$ cat src/rtl/mme_pkg.sv
// Shared constants and types for the matrix multiply engine.
// No dependencies; imported by the multiply-accumulate unit and the top level.
`default_nettype none

package mme_pkg;

  // Fixed field widths of the item ports
  localparam int IDX_W      = 6;
  localparam int VAL_W      = 16;
  localparam int RES_W      = 40;
  localparam int SIZE_W     = 7;
  localparam int FUNC_W     = 2;
  localparam int SIZE_RESET = 64;

  typedef enum logic [FUNC_W-1:0] {
    FUNC_WR_A = 2'd0,
    FUNC_WR_B = 2'd1,
    FUNC_ROW  = 2'd2
  } func_e;

  // Operand qualifiers travelling with each read issued to the matrix stores
  typedef struct packed {
    logic valid;
    logic first;
    logic last;
  } mac_ctrl_t;

endpackage

`default_nettype wire

$ cat src/rtl/mme_mac.sv
// Shared multiply-accumulate unit: aligns qualifiers with the RAM read data,
// registers the product, then accumulates. Depends on mme_pkg.
`default_nettype none

module mme_mac
  import mme_pkg::*;
#(
  parameter int EW = 16,
  localparam int ACC_W = 2 * EW + 6
) (
  input  wire logic                    clk_i,
  input  wire logic                    rst_ni,
  input  wire mac_ctrl_t               ctrl_i,
  input  wire logic signed [EW-1:0]    a_i,
  input  wire logic signed [EW-1:0]    b_i,
  output logic signed      [ACC_W-1:0] acc_o,
  output logic                         done_o
);

  mac_ctrl_t                 rd_ctl_q;
  mac_ctrl_t                 p_ctl_q;
  logic signed [2*EW-1:0]    prod_d;
  logic signed [2*EW-1:0]    prod_q;
  logic signed [ACC_W-1:0]   acc_q;
  logic                      done_q;

  assign prod_d = a_i * b_i;

  // Qualifiers follow the data one stage per register
  always_ff @(posedge clk_i or negedge rst_ni) begin
    if (!rst_ni) begin
      rd_ctl_q <= '0;
      p_ctl_q  <= '0;
      done_q   <= 1'b0;
    end else begin
      rd_ctl_q <= ctrl_i;
      p_ctl_q  <= rd_ctl_q;
      done_q   <= p_ctl_q.valid & p_ctl_q.last;
    end
  end

  always_ff @(posedge clk_i) begin
    prod_q <= prod_d;
    if (p_ctl_q.valid) begin
      // restart the sum on the first term of each column
      acc_q <= p_ctl_q.first ? ACC_W'(prod_q) : acc_q + ACC_W'(prod_q);
    end
  end

  assign acc_o  = acc_q;
  assign done_o = done_q;

endmodule

`default_nettype wire

$ cat config.mk
export PLATFORM = sky130hd
export DESIGN_NAME = mme_mac
export DESIGN_NICKNAME = d
export VERILOG_FILES = /design/src/rtl/mme_pkg.sv /design/src/rtl/mme_mac.sv
export SDC_FILE = /design/constraint.sdc
export NUM_CORES = 1
export LEC_CHECK = 0
export ABC_AREA = 1
export BUFFER_PORTS_ARGS = -buffer_cell sky130_fd_sc_hd__buf_2
export CAP_MARGIN = 30
export CORE_MARGIN = 4
export CORE_UTILIZATION = 60
export CTS_CLUSTER_DIAMETER = 200
export CTS_CLUSTER_SIZE = 40
export DETAILED_ROUTE_END_ITERATION = 16
export GPL_TIMING_DRIVEN = 1
export PLACE_DENSITY = 0.78
export SLEW_MARGIN = 10
export SYNTH_ARGS = -nofsm -noshare
export SYNTH_HDL_FRONTEND = slang
export SYNTH_SLANG_ARGS = --single-unit
$ cat constraint.sdc
create_clock -name clk_i -period 2.25 [get_ports clk_i]
set_input_delay 0.3375 -clock clk_i [delete_from_list [all_inputs] [get_ports clk_i]]
set_output_delay 0.3375 -clock clk_i [all_outputs]
set_load 0.02 [all_outputs]
==> results.sh, run 1 <==
export IMPL_synth_edf_count=38
export IMPL_globalplace_congestion=0.984
export IMPL_avgViaCountPerCell=5.55
export IMPL_hp_class="in -> reg"
export IMPL_die_area_um2=29000
export IMPL_regToRegSetupSlack_ps=10
export IMPL_first_global_vias=16000
export IMPL_numCtsBuffers=9
export IMPL_ff2ff_path_depth=12
export IMPL_worstMarginPinSlew_ps=414
export IMPL_rsz0062_at_grt="true"
export IMPL_setup_violations=28
export IMPL_fin_ws_ps=-2730
export IMPL_dp_cells=2711
export IMPL_required_ps=2470
export IMPL_clk_latency_ps=350
export IMPL_ant_nets=0
export IMPL_maxUsedRoutingLayer="met4"
export IMPL_final_max_slew_violation_count=0
export IMPL_cts_root_buffer="clkbuf_16"
export IMPL_seq_area_frac_synth_pct=12.4
export IMPL_totalWireLength_um=54300
export IMPL_synth_main_ff_cell="edfxtp_1"
export IMPL_wl_met2_um=26600
export IMPL_htreeDepth=3
export IMPL_die_width_um=170
export IMPL_crit_type="in -> reg"
export IMPL_wl_per_cell_um=19.5
export IMPL_start_util_pct=60.9
export IMPL_maxSlewHeadroom_pct=72.4
export IMPL_final_hold_viol_count=0
export IMPL_grt_util_all_layers_pct=34.4
export IMPL_crit_path_max_fanout=3
export IMPL_maxCapViolCount=0
export IMPL_timing_rr_end="acc_o[26]"
export IMPL_clock_skew_ps=11.3
export IMPL_synthArstFlopShare_pct=9.09
export IMPL_max_freq_mhz=201
export IMPL_setup_worst_path_end="prod_q[25]"
export IMPL_synthCells=2146
export IMPL_period_share_pct=221
export IMPL_synth_distinct_cells=37
export IMPL_antenna_found_initial=0
export IMPL_globalRouteOverflowTotal=0
export IMPL_grt_pass1_wl_um=79400
export IMPL_clk_path_buf_depth=2
export IMPL_outcome="complete, but fails checks"
export IMPL_rows=59
export IMPL_post_route_min_period_ps=4980
export IMPL_path_clk_slew_ps=60
export IMPL_drive_gt1_share_pct=33.2
export IMPL_port_buffers=75
export IMPL_io_pins=76
export IMPL_wl_met3_um=4820
export IMPL_wirelength_met1_um=20200
export IMPL_cts_sinks=77
export IMPL_vias=15500
export IMPL_arrival_ps=5210
export IMPL_fin_nets=2866
export IMPL_drc=0
export IMPL_r2r_start="acc_o[7]"
export IMPL_die_h_um=170
export IMPL_synth_seq_cells=77
export IMPL_syn_cell_area_um2=15800
export IMPL_n_fill_cell=1469
export IMPL_drtPass1Iterations=6
export IMPL_hpwl_um=39100
export IMPL_fin_cells=2787
export IMPL_diodes=0
export IMPL_end_kind="flop"
export IMPL_critPathLaunchType="primary input"
export IMPL_crit_path_start="a_i[0]"
export IMPL_syn_area_per_cell_um2=7.37
export IMPL_core_um2=26000
export IMPL_grt_max_degree=33
export IMPL_violations="negative setup slack"
export IMPL_cts_tree="done"
export IMPL_first_iter_violations=1303
export IMPL_yosysWarnings=0
export IMPL_synth_nets=2565
export IMPL_area_delta_synth_final_pct=37.4
==> Yosys cell counts, types with 22 or more instances <==
| master | n | area, um^2 |
|---|---|---|
| a21oi_1 | 61 | 305 |
| clkbuf_1 | 63 | 236 |
| dfxtp_1 | 32 | 641 |
| edfxtp_1 | 38 | 1140 |
| fa_1 | 263 | 5270 |
| ha_1 | 119 | 1490 |
| inv_1 | 561 | 2110 |
| nand2_1 | 647 | 2430 |
| nand3_1 | 76 | 380 |
| nor2_1 | 104 | 390 |
| o21ai_0 | 23 | 115 |
| xor2_1 | 22 | 193 |
==> metal layers <==
metal / up-vias / GRT usage [%]
met5: - / 0
met2: 882 / 60.1
met4: 0 / 10.6
met1: 7455 / 44.8
met3: 234 / 4.69
li1: 6888 / -
==> state kept, by name, indices dropped and copies added (netlist names) <==
register	count
p_ctl_q	3
acc_o	38
prod_q	32
rd_ctl_q	3
done_o	1
==> cells by family after synthesis <==
kind of cell,Yosys count,synth area share [%]
simple gates,895,23.1
xor+xnor,38,2.10
buf+inv,630,15.0
flops,77,12.4
fa+ha+maj,382,42.7
compound gates,124,4.70
==> critical path, stage by stage <==
cell and delay [ps]:
buf_4 150, or2_2 330, fa_2 570, fa_1 420
inv_1 80, fa_1 440, fa_1 410, fa_1 530
inv_2 40, fa_1 490, inv_2 50, ha_4 240
buf_6 120, a21oi_4 180, inv_2 80, a21oi_4 160
buf_4 130, o21ai_1 50, nand2_1 80, o211ai_2 100
xor2_1 190
==> through the flow <==
stage                     worst slack (ps)  utilization (%)  hold WS (ps)  TNS, ps  cell area, um^2
after floorplan                      -2830                -          41.9   -63410            16900
after CTS                            -2720             78.7          90.5   -62850            20500
after global routing                 -2860             83.6          88.4   -68630            21700
final                                -2730             83.6          91.7   -65300            21700
after global placement               -3400             72.0           168   -77320            18700
after detailed placement             -3420             72.0           170   -79050            18700
==> cells in the final DEF, fill, tap and decap left out, drive strengths merged <==
master       Yosys  routed
nand2          653     653
inv            564     568
buf              3     349
fa             263     263
ha             119     119
nor2           114     114
nand3           82      82
a21oi           66      66
edfxtp          38      38
dfxtp           32      32
o21ai           30      30
xor2            22      22
nand4           16      16
xnor2           16      16
clkbuf          63      14
or2             14      14
o21bai          12      12
nor3            10      10
dfrtp            7       7
nand3b           6       6
a21o             6       6
a31oi            4       4
o211ai           4       4
bufbuf           0       2
a21boi           2       2
clkinvlp         0       1
bufinv           0       1
dlygate4sd3      0       1
==> cell type report <==
| class | count | area (um^2) | area share (%) |
|---|---|---|---|
| Clock buffer | 10 | 229 | 1.05 |
| Clock inverter | 6 | 67.6 | 0.311 |
| Inverter | 564 | 2130 | 9.81 |
| Multi-Input combinational cell | 1439 | 13600 | 62.7 |
| Sequential cell | 77 | 1960 | 9.01 |
| Tap cell | 335 | 419 | 1.93 |
| Timing Repair Buffer | 356 | 3290 | 15.2 |
==> worst min path at each step <==
stage	start	endpoint	slack, ps	depth (start not counted)
finish	ctrl_i[0]	rd_ctl_q[0]	90	1
global route	ctrl_i[1]	rd_ctl_q[1]	90	1
CTS	ctrl_i[0]	rd_ctl_q[0]	90	1
detailed placement	rst_ni	done_o	170	1
global placement	rst_ni	done_o	170	1
floorplan	rst_ni	done_o	40	0
==> repair_timing <==
item	4_1_cts	5_1_grt
hold buffers	1	0
cloned	3	2
setup endpoints to repair	35	53
buffers inserted	31	25
resized for setup	309	251
pin swaps	122	101
hold endpoints to repair	7	0
Power of run 1 is left out: the tool's default activity adds up to more than one toggle a clock period on the data nets, which glitch-free logic cannot reach.
==> run 2, diff against run 1 <==
--- a/config.mk
+++ b/config.mk
@@ -15,6 +15,7 @@
 export DETAILED_ROUTE_END_ITERATION = 16
 export GPL_TIMING_DRIVEN = 1
 export PLACE_DENSITY = 0.78
+export RECOVER_POWER = 100
 export SLEW_MARGIN = 10
 export SYNTH_ARGS = -nofsm -noshare
 export SYNTH_HDL_FRONTEND = slang
==> constraint.sdc (replaced) <==
create_clock -name clk_i -period 2.25 [get_ports clk_i]
set_input_delay 0.1125 -clock clk_i [delete_from_list [all_inputs] [get_ports clk_i]]
set_output_delay 0.1125 -clock clk_i [all_outputs]
set_load 0.02 [all_outputs]
==> results.sh, run 2 (synthesis results as in run 1) <==
export IMPL_vias=15200
export IMPL_totalWireLength_um=52900
export IMPL_design_area_um2=21700
export IMPL_io_pins=76
export IMPL_r2r_start="acc_o[0]"
export IMPL_antenna_found_initial=0
export IMPL_clock_skew_ps=17.2
export IMPL_cts_sinks=77
export IMPL_core_um2=26000
export IMPL_numCtsBuffers=9
export IMPL_drc=0
export IMPL_hpwl_um=38900
export IMPL_crit_type="in -> reg"
export IMPL_globalplace_congestion=0.985
export IMPL_worstMarginPinSlew_ps=1410
export IMPL_setup_violations=51
export IMPL_htreeDepth=3
export IMPL_clk_path_buf_depth=2
export IMPL_largest_register_ffs=38
export IMPL_crit_path_max_fanout=5
export IMPL_first_global_vias=15800
export IMPL_start_util_pct=60.9
export IMPL_rows=59
export IMPL_fin_ws_ps=-2540
export IMPL_place_area_um2=18700
export IMPL_clk_latency_ps=360
export IMPL_timing_rr_end="acc_o[8]"
export IMPL_drive_gt1_share_pct=31.0
export IMPL_hp_class="in -> async"
export IMPL_final_common_cell="nand2_1"
export IMPL_area_delta_synth_final_pct=37.0
export IMPL_final_core_util_pct=83.4
export IMPL_final_cell_mix="559 x nand2_1, 491 x inv_1, 237 x fa_1"
export IMPL_path_clk_slew_ps=70
export IMPL_ff2ff_path_depth=13
export IMPL_required_ps=2480
export IMPL_cts_root_buffer="clkbuf_16"
export IMPL_globalRouteOverflowTotal=0
export IMPL_die_h_um=170
export IMPL_max_freq_mhz=209
export IMPL_post_route_min_period_ps=4790
export IMPL_port_buffers=75
export IMPL_cts_tree="done"
export IMPL_rsz0062_at_grt="true"
export IMPL_violations="negative setup slack"
export IMPL_final_hold_viol_count=0
export IMPL_period_share_pct=213
export IMPL_critPathLaunchType="primary input"
export IMPL_regToRegSetupSlack_ps=-140
export IMPL_final_max_slew_violation_count=0
export IMPL_first_iter_violations=1336
export IMPL_avgViaCountPerCell=5.47
export IMPL_grt_max_degree=39
export IMPL_die_width_um=170
export IMPL_maxSlewHeadroom_pct=6.04
export IMPL_die_area_um2=29000
export IMPL_outcome="complete, but fails checks"
export IMPL_grt_pass1_wl_um=78500
export IMPL_grt_util_all_layers_pct=34.0
export IMPL_maxCapViolCount=0
export IMPL_drtPass1Iterations=6
export IMPL_wl_per_cell_um=19.0
export IMPL_arrival_ps=5010
export IMPL_end_kind="flop"
export IMPL_diodes=0
export IMPL_fin_nets=2868
export IMPL_ant_nets=0
==> run 2: changes by cell type in the layout (fill, tap and decap cells not counted), moves of 5 or more <==
cell	previous run	this run
clkbuf_1	1	39
buf_2	44	12
nand2_2	73	60
nand2_4	19	31
buf_4	202	192
buf_6	70	61
buf_8	8	16
nor2_2	26	32
fa_1	232	237
fa_2	31	26
ha_1	57	62
inv_8	0	5
==> run 2: final cells by class <==
type / count / area, um^2
multi-input combinational: 1439 / 13600
timing repair buffer: 358 / 3250
sequential: 77 / 1960
inverter: 564 / 2130
fill: 1502 / 4320
tap: 335 / 419
clock buffer: 9 / 225
clock inverter: 7 / 114
==> run 2: routing by layer <==
| metal | share of wire [%] | track usage, % | wire [um] |
|---|---|---|---|
| met1 | 38 | 45.2 | 20000 |
| met2 | 50 | 58.8 | 26500 |
| met3 | 7.7 | 4.37 | 4100 |
| met4 | 4.3 | 9.65 | 2280 |
| met5 | 0 | 0 | 0 |
==> run 2: what timing repair did <==
item,4_1_cts,5_1_grt
resized for setup,334,222
setup endpoints to repair,36,54
endpoints found under the hold margin,10,0
buffers inserted,35,17
gates cloned,2,4
hold buffers,4,0
pin swaps,146,100
==> run 2: through the flow <==
stage          instances  setup TNS, ps  setup WS [ps]  hold WS [ps]
2_1_floorplan       2146         -57150          -2600          -183
3_3_place_gp        2714         -69680          -3030         -58.6
3_5_place_dp        2714         -72000          -3080         -50.2
4_1_cts             2770         -56050          -2460           134
5_1_grt             2789         -65800          -2680           252
6_report            2789         -59190          -2540           194
==> run 2: worst max path at each step <==
stage	start	end	slack [ps]
after floorplan	b_i[9]	prod_q[31]	-2600
after global placement	b_i[10]	prod_q[22]	-3030
after detailed placement	b_i[10]	prod_q[22]	-3080
after CTS	b_i[15]	prod_q[23]	-2460
after global routing	b_i[2]	prod_q[31]	-2680
final	b_i[15]	prod_q[23]	-2540
==> run 2: worst max-delay path, cell delays in order <==
cell,delay [ps]
buf_8,80
clkinvlp_4,100
buf_12,150
buf_6,130
nor2_2,100
fa_1,440
fa_1,530
fa_1,440
fa_1,500
fa_1,520
inv_1,70
fa_1,510
inv_2,50
ha_4,230
buf_4,150
a21oi_4,150
buf_6,120
o21ai_2,70
a21oi_4,200
nand3_2,140
xor2_2,220
Power of run 2 is left out for the same reason.
